**src/sv/weia_pkg.sv**
```systemverilog
// ----------------------------------------------------------------------------
// weia_pkg: shared types and constants
// Field widths, fixed constants, cell control and sequencer state types for
// the windowed event interval average block.
// ----------------------------------------------------------------------------
package weia_pkg;

   localparam int TIME_W          = 32;
   localparam int KEPT_W          = 7;
   localparam int DIV_STEPS       = 32;
   localparam int DIV_STEP_W      = 5;
   localparam int MIN_KEPT        = 2;
   localparam logic [TIME_W-1:0] PERIOD_AT_RESET = 32'd5000;

   typedef logic [TIME_W-1:0] time_type;

   // control handed to every window cell in each cycle
   typedef struct packed {
      logic shift;   // take the neighbour's entry
      logic load;    // take the new timestamp
   } weia_cell_ctl_type;

   typedef enum logic [1:0] {
      ST_IDLE,
      ST_WALK,
      ST_DIV,
      ST_HOLD
   } weia_state_type;

endpackage

```
**src/sv/weia_req_if.sv**
```systemverilog
// ----------------------------------------------------------------------------
// weia_req_if: event channel
// Valid/ready channel carrying one event timestamp per transfer.
// ----------------------------------------------------------------------------
interface weia_req_if import weia_pkg::*; ();

   logic     valid;
   logic     ready;
   time_type event_time;

   modport source (output valid, output event_time, input ready);
   modport sink   (input valid, input event_time, output ready);

endinterface

```
**src/sv/weia_rsp_if.sv**
```systemverilog
// ----------------------------------------------------------------------------
// weia_rsp_if: result channel
// Valid/ready channel carrying the interval average, window fill and the
// capacity drop flag.
// ----------------------------------------------------------------------------
interface weia_rsp_if import weia_pkg::*; ();

   logic              valid;
   logic              ready;
   time_type          average_interval;
   logic [KEPT_W-1:0] samples_kept;
   logic              dropped_for_capacity;

   modport source (output valid, output average_interval, output samples_kept,
                   output dropped_for_capacity, input ready);
   modport sink   (input valid, input average_interval, input samples_kept,
                   input dropped_for_capacity, output ready);

endinterface

```
**src/sv/weia_cell.sv**
```systemverilog
// ----------------------------------------------------------------------------
// weia_cell: one window cell
// Holds one timestamp; loads the new event or takes its upper neighbour's
// entry when the window advances.
// ----------------------------------------------------------------------------
module weia_cell import weia_pkg::*; (
   input  logic              clock,
   input  weia_cell_ctl_type ctl,
   input  time_type          new_time,
   input  time_type          next_data,
   output time_type          data
);

   time_type data_ff;
   time_type data_in;

   always_comb begin
      data_in = data_ff;
      if (ctl.load) begin
         data_in = new_time;
      end else if (ctl.shift) begin
         data_in = next_data;
      end
   end

   always_ff @(posedge clock) begin
      data_ff <= data_in;
   end

   assign data = data_ff;

endmodule

```
**src/sv/weia_div.sv**
```systemverilog
// ----------------------------------------------------------------------------
// weia_div: serial divider
// Restoring division of a 32-bit dividend by a narrow divisor, one quotient
// bit per cycle.
// ----------------------------------------------------------------------------
module weia_div import weia_pkg::*; #(
   parameter int DEN_W = 7
) (
   input  logic             clock,
   input  logic             reset,
   input  logic             start,
   input  time_type         dividend,
   input  logic [DEN_W-1:0] divisor,
   output logic             done,
   output time_type         quotient
);

   time_type              quo_ff,  quo_in;
   logic [DEN_W-1:0]      rem_ff,  rem_in;
   logic [DEN_W-1:0]      den_ff,  den_in;
   logic [DIV_STEP_W-1:0] step_ff, step_in;
   logic                  busy_ff, busy_in;
   logic                  done_ff, done_in;
   logic [DEN_W:0]        trial;
   logic [DEN_W:0]        diff;
   logic                  fits;

   always_comb begin
      trial   = {rem_ff, quo_ff[TIME_W-1]};
      fits    = trial >= {1'b0, den_ff};
      diff    = trial - {1'b0, den_ff};
      quo_in  = quo_ff;
      rem_in  = rem_ff;
      den_in  = den_ff;
      step_in = step_ff;
      busy_in = busy_ff;
      done_in = 1'b0;
      if (start) begin
         quo_in  = dividend;
         rem_in  = '0;
         den_in  = divisor;
         step_in = '0;
         busy_in = 1'b1;
      end else if (busy_ff) begin
         quo_in  = {quo_ff[TIME_W-2:0], fits};
         rem_in  = fits ? diff[DEN_W-1:0] : trial[DEN_W-1:0];
         step_in = step_ff + 1'b1;
         if (step_ff == DIV_STEP_W'(DIV_STEPS - 1)) begin
            busy_in = 1'b0;
            done_in = 1'b1;
         end
      end
   end

   always_ff @(posedge clock) begin
      if (reset) begin
         busy_ff <= 1'b0;
         done_ff <= 1'b0;
         step_ff <= '0;
      end else begin
         busy_ff <= busy_in;
         done_ff <= done_in;
         step_ff <= step_in;
      end
      quo_ff <= quo_in;
      rem_ff <= rem_in;
      den_ff <= den_in;
   end

   assign done     = done_ff;
   assign quotient = quo_ff;

endmodule

```
**src/sv/windowed_event_interval_average.sv**
```systemverilog
// ----------------------------------------------------------------------------
// windowed_event_interval_average: sliding window event interval average
// Keeps recent event timestamps in a row of cells, ages out stale ones and
// reports the mean interval across the kept window.
// ----------------------------------------------------------------------------
// Sequence: after an event transfer, the entries aged out by this event are
//   dropped, one cell shift per cycle, then the serial divider forms the mean;
//   the divider is skipped when only one entry is held.
// Throughput: one event at a time; the next event is taken once the result
//   has moved into the output register.
// Reset: synchronous, active high; empties the window and sets the
//   smoothing period to 5000 ms. Cell contents are not cleared.
module windowed_event_interval_average import weia_pkg::*; #(
   parameter int WINDOW_DEPTH = 64
) (
   input  logic          clock,
   input  logic          reset,
   weia_req_if.sink      req_chan,
   weia_rsp_if.source    rsp_chan,
   input  logic          csr_wr_en,
   input  time_type      csr_wr_data
);

   localparam int CNT_W = $clog2(WINDOW_DEPTH + 1);

   // sequencer and window bookkeeping
   weia_state_type    state_ff,  state_in;
   logic [CNT_W-1:0]  count_ff,  count_in;
   time_type          now_ff,    now_in;
   logic              drop_ff,   drop_in;
   time_type          avg_ff,    avg_in;
   time_type          period_ff, period_in;

   // output register
   logic              rsp_valid_ff, rsp_valid_in;
   time_type          rsp_avg_ff,   rsp_avg_in;
   logic [CNT_W-1:0]  rsp_cnt_ff,   rsp_cnt_in;
   logic              rsp_drop_ff,  rsp_drop_in;

   // cell row: cell 0 always holds the oldest entry
   weia_cell_ctl_type cell_ctl  [WINDOW_DEPTH];
   time_type          cell_data [WINDOW_DEPTH];
   time_type          cell_next [WINDOW_DEPTH];

   logic              accept;
   logic              full;
   logic              do_shift;
   logic              slot_free;
   time_type          age;
   logic              div_start;
   logic              div_done;
   time_type          div_quo;

   // the input is open only while the sequencer is idle
   assign req_chan.ready = (state_ff == ST_IDLE);

   assign accept    = req_chan.valid && req_chan.ready;
   assign full      = count_ff == CNT_W'(WINDOW_DEPTH);
   assign age       = now_ff - cell_data[0];
   assign slot_free = !rsp_valid_ff || rsp_chan.ready;

   // Per-cell control: on a transfer into a full window every cell advances
   // and the top cell takes the new event; otherwise the first free cell
   // takes it. During the age walk every cell advances once per drop.
   generate
      for (genvar i = 0; i < WINDOW_DEPTH; i++) begin : g_cell
         if (i == WINDOW_DEPTH - 1) begin : g_top
            assign cell_next[i] = '0;
         end else begin : g_mid
            assign cell_next[i] = cell_data[i+1];
         end

         always_comb begin
            cell_ctl[i].shift = do_shift || (accept && full);
            cell_ctl[i].load  = accept &&
                                (full ? (i == WINDOW_DEPTH - 1)
                                      : (count_ff == CNT_W'(i)));
         end

         weia_cell u_cell (
            .clock     (clock),
            .ctl       (cell_ctl[i]),
            .new_time  (req_chan.event_time),
            .next_data (cell_next[i]),
            .data      (cell_data[i])
         );
      end
   endgenerate

   // Mean interval: (newest - oldest) / (count - 1); newest is the event
   // just taken, so the span is the age of cell 0.
   weia_div #(.DEN_W(CNT_W)) u_div (
      .clock    (clock),
      .reset    (reset),
      .start    (div_start),
      .dividend (age),
      .divisor  (count_ff - 1'b1),
      .done     (div_done),
      .quotient (div_quo)
   );

   always_comb begin
      state_in     = state_ff;
      count_in     = count_ff;
      now_in       = now_ff;
      drop_in      = drop_ff;
      avg_in       = avg_ff;
      period_in    = csr_wr_en ? csr_wr_data : period_ff;
      rsp_valid_in = rsp_valid_ff && !rsp_chan.ready;
      rsp_avg_in   = rsp_avg_ff;
      rsp_cnt_in   = rsp_cnt_ff;
      rsp_drop_in  = rsp_drop_ff;
      do_shift     = 1'b0;
      div_start    = 1'b0;

      case (state_ff)
         ST_IDLE: begin
            if (accept) begin
               // hold the event time; a full window loses its oldest entry
               now_in   = req_chan.event_time;
               drop_in  = full;
               count_in = full ? count_ff : count_ff + 1'b1;
               state_in = ST_WALK;
            end
         end
         ST_WALK: begin
            if (count_ff > CNT_W'(MIN_KEPT) && age > period_ff) begin
               // drop the oldest entry, one per cycle
               do_shift = 1'b1;
               count_in = count_ff - 1'b1;
            end else if (count_ff == CNT_W'(1)) begin
               // first event in the window: no interval yet
               avg_in   = '0;
               state_in = ST_HOLD;
            end else begin
               div_start = 1'b1;
               state_in  = ST_DIV;
            end
         end
         ST_DIV: begin
            if (div_done) begin
               avg_in   = div_quo;
               state_in = ST_HOLD;
            end
         end
         ST_HOLD: begin
            // advance into the output register once it is free
            if (slot_free) begin
               rsp_valid_in = 1'b1;
               rsp_avg_in   = avg_ff;
               rsp_cnt_in   = count_ff;
               rsp_drop_in  = drop_ff;
               state_in     = ST_IDLE;
            end
         end
         default: begin
            state_in = ST_IDLE;
         end
      endcase
   end

   always_ff @(posedge clock) begin
      if (reset) begin
         state_ff     <= ST_IDLE;
         count_ff     <= '0;
         period_ff    <= PERIOD_AT_RESET;
         rsp_valid_ff <= 1'b0;
      end else begin
         state_ff     <= state_in;
         count_ff     <= count_in;
         period_ff    <= period_in;
         rsp_valid_ff <= rsp_valid_in;
      end
      now_ff      <= now_in;
      drop_ff     <= drop_in;
      avg_ff      <= avg_in;
      rsp_avg_ff  <= rsp_avg_in;
      rsp_cnt_ff  <= rsp_cnt_in;
      rsp_drop_ff <= rsp_drop_in;
   end

   // samples_kept is reported modulo 128, as the field width dictates
   generate
      if (CNT_W >= KEPT_W) begin : g_kept_trunc
         assign rsp_chan.samples_kept = rsp_cnt_ff[KEPT_W-1:0];
      end else begin : g_kept_ext
         assign rsp_chan.samples_kept = KEPT_W'(rsp_cnt_ff);
      end
   endgenerate

   assign rsp_chan.valid                = rsp_valid_ff;
   assign rsp_chan.average_interval     = rsp_avg_ff;
   assign rsp_chan.dropped_for_capacity = rsp_drop_ff;

endmodule

```
**src/flat_wrapper.sv**
```systemverilog
// flat-port wrapper written by rule: the top's interface ports become plain ports
module windowed_event_interval_average_flat import weia_pkg::*;
#(
   parameter int WINDOW_DEPTH = 64
)
  (clock, reset, csr_wr_en, csr_wr_data, req_chan_valid, req_chan_event_time, req_chan_ready, rsp_chan_valid, rsp_chan_average_interval, rsp_chan_samples_kept, rsp_chan_dropped_for_capacity, rsp_chan_ready);
  weia_req_if req_chan_i ();
  weia_rsp_if rsp_chan_i ();
  input  logic clock;
  input  logic reset;
  input  logic csr_wr_en;
  input  time_type csr_wr_data;
  input wire logic [$bits(req_chan_i.valid)-1:0] req_chan_valid;
  input wire logic [$bits(req_chan_i.event_time)-1:0] req_chan_event_time;
  output wire logic [$bits(req_chan_i.ready)-1:0] req_chan_ready;
  output wire logic [$bits(rsp_chan_i.valid)-1:0] rsp_chan_valid;
  output wire logic [$bits(rsp_chan_i.average_interval)-1:0] rsp_chan_average_interval;
  output wire logic [$bits(rsp_chan_i.samples_kept)-1:0] rsp_chan_samples_kept;
  output wire logic [$bits(rsp_chan_i.dropped_for_capacity)-1:0] rsp_chan_dropped_for_capacity;
  input wire logic [$bits(rsp_chan_i.ready)-1:0] rsp_chan_ready;
  assign req_chan_i.valid = req_chan_valid;
  assign req_chan_i.event_time = req_chan_event_time;
  assign req_chan_ready = req_chan_i.ready;
  assign rsp_chan_valid = rsp_chan_i.valid;
  assign rsp_chan_average_interval = rsp_chan_i.average_interval;
  assign rsp_chan_samples_kept = rsp_chan_i.samples_kept;
  assign rsp_chan_dropped_for_capacity = rsp_chan_i.dropped_for_capacity;
  assign rsp_chan_i.ready = rsp_chan_ready;
  windowed_event_interval_average #(.WINDOW_DEPTH(WINDOW_DEPTH)) u_core (.clock(clock), .reset(reset), .req_chan(req_chan_i), .rsp_chan(rsp_chan_i), .csr_wr_en(csr_wr_en), .csr_wr_data(csr_wr_data));
endmodule
```
**config.mk**
```make
export PLATFORM = sky130hd
export DESIGN_NAME = windowed_event_interval_average_flat
export DESIGN_NICKNAME = d
export VERILOG_FILES = /design/src/sv/weia_pkg.sv /design/src/sv/weia_req_if.sv /design/src/sv/weia_rsp_if.sv /design/src/sv/weia_cell.sv /design/src/sv/weia_div.sv /design/src/sv/windowed_event_interval_average.sv /design/src/flat_wrapper.sv
export SDC_FILE = /design/constraint.sdc
export NUM_CORES = 2
export LEC_CHECK = 0
export BUFFER_PORTS_ARGS = -buffer_cell sky130_fd_sc_hd__buf_2
export CAP_MARGIN = 25
export CORE_MARGIN = 5
export CORE_UTILIZATION = 49
export DETAILED_ROUTE_END_ITERATION = 16
export PLACE_DENSITY = 0.65
export SETUP_SLACK_MARGIN = 0.4
export SYNTH_ARGS = -nofsm -noshare
export SYNTH_HDL_FRONTEND = slang
export SYNTH_SLANG_ARGS = --single-unit
```
**constraint.sdc**
```tcl
create_clock -name clock -period 15.7 [get_ports clock]
set_clock_uncertainty 0.05 [all_clocks]
set_input_delay 4.71 -clock clock [delete_from_list [all_inputs] [get_ports clock]]
set_output_delay 4.71 -clock clock [all_outputs]
set_load 0.05 [all_outputs]
```
After elaboration in Yosys (flattened, before gate mapping)

Index checks and enable logic that the tools add are counted.

Bits in registers: 2248
Output and inout port bits: 42
Word-level logic and storage cells: 532

Add/sub/neg operators: 5
Magnitude comparators: 3
Equal/unequal tests: 75
Mux-type cells: 220
Bitwise logic cells: 1
Reduce and logical (&&, ||, !) cells: 148

Operators with widths:

| kind                                                                            | count |
|---|---|
| 32-bit 2-to-1 mux                                                               | 133 |
| 7-bit by 6-bit == test with 1-bit output, second input constant                 | 32 |
| 2-bit nonzero test                                                              | 67 |
| 7-bit by 5-bit == test with 1-bit output, second input constant                 | 16 |
| 1-bit 2-to-1 mux                                                                | 76 |
| 1-bit logical AND                                                               | 68 |
| 32-bit one-hot mux with 2 select lines                                          | 1 |
| 7-bit by 4-bit == test with 1-bit output, second input constant                 | 8 |
| 32-bit greater-than comparator                                                  | 1 |
| 32-bit subtractor                                                               | 1 |
| 7-bit by 3-bit == test with 1-bit output, second input constant                 | 4 |
| 7-bit 2-to-1 mux                                                                | 4 |
| 7-bit by 2-bit == test with 1-bit output, second input constant                 | 2 |
| 7-bit one-hot mux with 2 select lines                                           | 1 |
| 4-bit AND reduction                                                             | 3 |
| 8-bit by 7-bit greater-or-equal comparator with 1-bit output                    | 1 |
| 2-bit 2-to-1 mux                                                                | 4 |
| 2-bit != test, second input constant                                            | 4 |
| 2-bit one-hot mux with 4 select lines                                           | 1 |
| 7-bit by 1-bit adder with 7-bit output, second input constant                   | 1 |
| 7-bit by 1-bit == test with 1-bit output, second input constant                 | 1 |
| 7-bit == test, second input constant                                            | 1 |
| 7-bit by 2-bit greater-than comparator with 1-bit output, second input constant | 1 |
| 7-bit zero test                                                                 | 1 |
| 14 further kinds                                                                | 20 |

Logic depth before layout (Yosys ltp)

Word-level depth: 8
Mapped depth: 22

Hierarchy

From an unflattened synthesis, not the netlist that was laid out.

Cells, all modules: 5439
Area total of the unflattened synthesis: 107353.0 µm²

By module, submodules not included:

| module                          | times used | cells each | area each (µm²) |
|---|---|---|---|
| weia_cell                       | 64         | 69         | 1507.7 |
| windowed_event_interval_average | 1          | 813        | 8195.4 |
| weia_div                        | 1          | 210        | 2665.1 |

Least setup slack after synthesis

OpenSTA, ideal clock, no wires.

Kind: input port to flip-flop
Start point: in req_chan_valid
End point: reg u_core.g_cell[63].u_cell.data_ff[0], enable pin
Setup time: 466 ps
Arrival time: 7140 ps
Data required time: 15184 ps
Setup slack: 8045 ps
Stages on the path: 2
Buffers on the path: 0
Cells stage by stage: nand2_1 > o21ai_0

Cells in the longest elaborated chain, start to end: 4
Elaborated cells between the ends (all ways): 5
Classes of those cells: reduce/logical (5)

RTL lines:

| item                             | line                                  | source |
|---|---|---|
| start, declared                  | flat_wrapper.sv:13                    | `input wire logic [$bits(req_chan_i.valid)-1:0] req_chan_valid;` |
| 1-bit logical AND (*)            | windowed_event_interval_average.sv:57 | `assign accept = req_chan.valid && req_chan.ready;` |
| 1-bit logical AND                | windowed_event_interval_average.sv:74 | `cell_ctl[i].shift = do_shift \|\| (accept && full);` |
| 1-bit logical OR                 | windowed_event_interval_average.sv:74 |  |
| 2-bit nonzero test (no line) (*) | --                                    |  |
| end signal, assigned             | weia_cell.sv:27                       | `data_ff <= data_in;` |
| end, declared                    | weia_cell.sv:14                       | `time_type data_ff;` |

Mark *: on every way between the ends. The rest lies on a longest branch, timed or not.
A chain may end at the register's enable or synchronous reset.

Worst setup path in the final report

Start point: in req_chan_valid
End point: reg u_core.g_cell[49].u_cell.data_ff[26], enable pin

Cells in the longest elaborated chain, start to end: 4
Elaborated cells between the ends (all ways): 5
Classes of those cells: reduce/logical (5)

RTL lines:

| item                             | line |
|---|---|
| 1-bit logical AND (*)            | windowed_event_interval_average.sv:57 |
| 1-bit logical AND                | windowed_event_interval_average.sv:74 |
| 1-bit logical OR                 | windowed_event_interval_average.sv:74 |
| 2-bit nonzero test (no line) (*) | -- |
| end signal, assigned             | weia_cell.sv:27 |
| end, declared                    | weia_cell.sv:14 |

Marks and branches as above.

==> results.md <==
- Status: finished clean
- Synthesized area: 97,300 um2
- Syn Inst Count: 5,609
- Starting Density: 49.3%
- Cell taking the most area after synthesis: edfxtp_1
- Root Driver: clkbuf_16
- Commonest non-fill, non-tap cell in the layout: edfxtp_1
- Post-layout min period: 7.50 ns
- Warnings from Yosys: 0
- Clock sink total: 2,248
- Final hold slack: 0.368 ns
- Critical Path End Type: flip-flop
- Total power: 20.5 mW
- Grt total ovfl: 0
- Max cap viols: 0
- Routed vias/inst: 5.68
- Width of the die: 456 um
- Core Rows: 163
- Routed WL per cell: 24.4 um
- Setup Buffers After CTS: 0
- Fin Setup TNS: 0 ns
- IO Count: 111
- Vias in the first global route: 48.8k
- Total Nets Final: 5,775
- Number of synthesized flops with an enable pin: 2,192
- Synth area leaders: edfxtp_1, mux2_2, dfxtp_1
- Critical Path AT: 7.99 ns
- Final Setup Violations: 0
- Max FO, Critical Path: 44
- WL final: 207,000 um
- Starting DRT DRC Count: 4,262
- Hpwl dp: 121,000 um
- Skew-Pair Late Insertion Delay: 0.85 ns
- Register area share after synthesis: 68.8%
- Syn_area_per_cell: 17.4 um2
- Maximum VDD drop: 0.121 mV
- H-tree depth: 4
- Synth cell types: 69
- # DRC: 0
- GR Util All Layers: 19.5%
- Rel. slew slack: 26.1%
- Critical-path cell list: buf_2, nand2_1, inv_2, and3_1, nand2_1, buf_4, nand2_1, buf_4
- Drt first pass iters: 7
- Most frequent cells in the layout: edfxtp_1, mux2_2, clkbuf_16, buf_4, nand2_1
- Initial antenna violation count: 6
- Clk slew on worst S/H paths: 0.06 ns
- PwrDens: 189 nW/um2
- DRT antenna net count: 0
- Pin count of the biggest net entering global routing: 66
- Die area: 208,000 um2
- Slowest-stage cell, CP: inv_2
- Tcrit/Tclk final: 47.8%
- RePlAce Congestion: 0.855
- # resized after CTS: 0
- Num CTS Buffers: 223
- Critical path class: in -> reg
- Post-synth top flop: edfxtp_1
- Final Max Slew Viols: 0
- Place WS: 7.27 ns
- Top cell type's share of synthesized area: 67.6%
- Tightest Pin Transition: 1.11 ns
- Fraction of layout cells with a size suffix above 1: 45.8%
- Worst path max stage delay: 0.83 ns
- CTS tree: built
- Async set-reset flop share out of synthesis: 0%
- Global-route wire length before repair: 313,000 um
- Fmax: 133 MHz
- Via count: 48.0k
- Final Hold Viols: 0
- Cts hold-fix bufs: 0
- Die Height: 456 um
- RSZ-0062 raised after global routing: no
- Core area: 197,000 um2
- Most used cell, CP: nand2_1
- PnR worst setup slack: 8.20 ns
- Leakage: 37.0 nW
- Clk buf depth: 3
- Crit start category: primary input
- Worst Path Required: 16.19 ns
- Synthesized net count: 5,761
- Port buffer count: 110
- Worst min path class: reg -> reg
- Synthesis-stage register bit count: 2,248
- Area grow syn2layout: 11.2%
## through the flow
step | std cells | area, um2 | utilization (%)
finish | 8456 | 108000 | 54.8
global route | 8456 | 108000 | 54.8
CTS | 8453 | 108000 | 54.8
detailed placement | 8036 | 101000 | 51.2
global placement | 8005 | 100000 | 50.8
floorplan | 5609 | 97300 | -
## worst max-delay path: cells and delay by family
family / cells / cell delay, ns
simple gates: 4 / 1.65
buf+inv: 4 / 1.59
## cell families after synthesis
kind of cell | after synthesis | share of synthesized area [%]
flip-flops | 2248 | 68.8
multiplexers | 2084 | 24.1
adder cells (fa/ha/maj) | 83 | 1.08
AND/OR/NAND/NOR | 415 | 2.07
XOR/XNOR | 41 | 0.369
AO/OA/AOI/OAI | 167 | 1.19
buffers and inverters | 571 | 2.46
## power breakdown
part,total [mW],switching [mW],internal (mW)
clock network,5.19,2.25,2.94
logic,4.96,2.88,2.08
registers,10.3,0.596,9.71
total,20.5,5.73,14.7
## registers in the layout (all words and copies together), names as in the netlist
| register | flops |
|---|---|
| u_core.u_div.den_ff | 7 |
| u_core.rsp_chan.dropped_for_capacity | 1 |
| u_core.rsp_chan.valid | 1 |
| u_core.rsp_chan.samples_kept | 7 |
| u_core.state_ff | 2 |
| u_core.now_ff | 32 |
| u_core.u_div.quotient | 32 |
| u_core.rsp_chan.average_interval | 32 |
| u_core.u_div.step_ff | 5 |
| u_core.count_ff | 7 |
| u_core.u_div.busy_ff | 1 |
| u_core.g_cell.u_cell.data | 2048 |
| u_core.period_ff | 32 |
| u_core.avg_ff | 32 |
| u_core.u_div.rem_ff | 7 |
| u_core.u_div.done | 1 |
| u_core.drop_ff | 1 |
## metal layers
layer  track usage [%]  routed length (um)  vias to the layer above
met1              28.7               95800                    24720
met5                 0                   0                        -
li1                  -                   -                    21595
met4              4.93                4570                        0
met2              30.1               94500                     1440
met3              3.51               11600                      286
## worst paths after layout
| check | slack (ns) | cells past startpoint | endpoint | start |
|---|---|---|---|---|
| worst max-delay path | 8.20 | 8 | u_core.g_cell[49].u_cell.data[26]$_DFFE_PP_ | req_chan_valid |
| worst min-delay path | 0.37 | 0 | u_core.rsp_chan.average_interval[1]$_DFFE_PP_ | u_core.avg_ff[1]$_SDFFCE_PN0P_ |
| worst max register to register | 8.90 | 23 | u_core.g_cell[9].u_cell.data[18]$_DFFE_PP_ | u_core.now_ff[0]$_DFFE_PP_ |
| worst min register to register | 0.37 | 0 | u_core.rsp_chan.average_interval[1]$_DFFE_PP_ | u_core.avg_ff[1]$_SDFFCE_PN0P_ |
## cell usage after synthesis, drive strengths merged, types with 4 or more instances
| cell | count |
|---|---|
| a211oi | 17 |
| a21o | 21 |
| a21oi | 45 |
| a31oi | 5 |
| and2 | 74 |
| and3 | 21 |
| buf | 236 |
| clkbuf | 247 |
| dfxtp | 56 |
| edfxtp | 2192 |
| ha | 81 |
| inv | 87 |
| mux2 | 2048 |
| mux2i | 36 |
| nand2 | 161 |
| nand2b | 11 |
| nand3 | 21 |
| nand4 | 12 |
| nor2 | 71 |
| nor2b | 7 |
| nor3 | 19 |
| nor3b | 4 |
| o211ai | 11 |
| o21a | 6 |
| o21ai | 30 |
| o21bai | 6 |
| xnor2 | 24 |
| xor2 | 17 |
## final cells by class
cell class	count	area, um2
Timing Repair Buffer	272	2460
Fill cell	15179	89100
Clock inverter	149	1370
Multi-Input combinational cell	2790	28100
Inverter	88	330
Antenna cell	1	2.50
Tap cell	2640	3300
Sequential cell	2248	66900
Clock buffer	268	5790
Power figures use the tool's default switching activity.
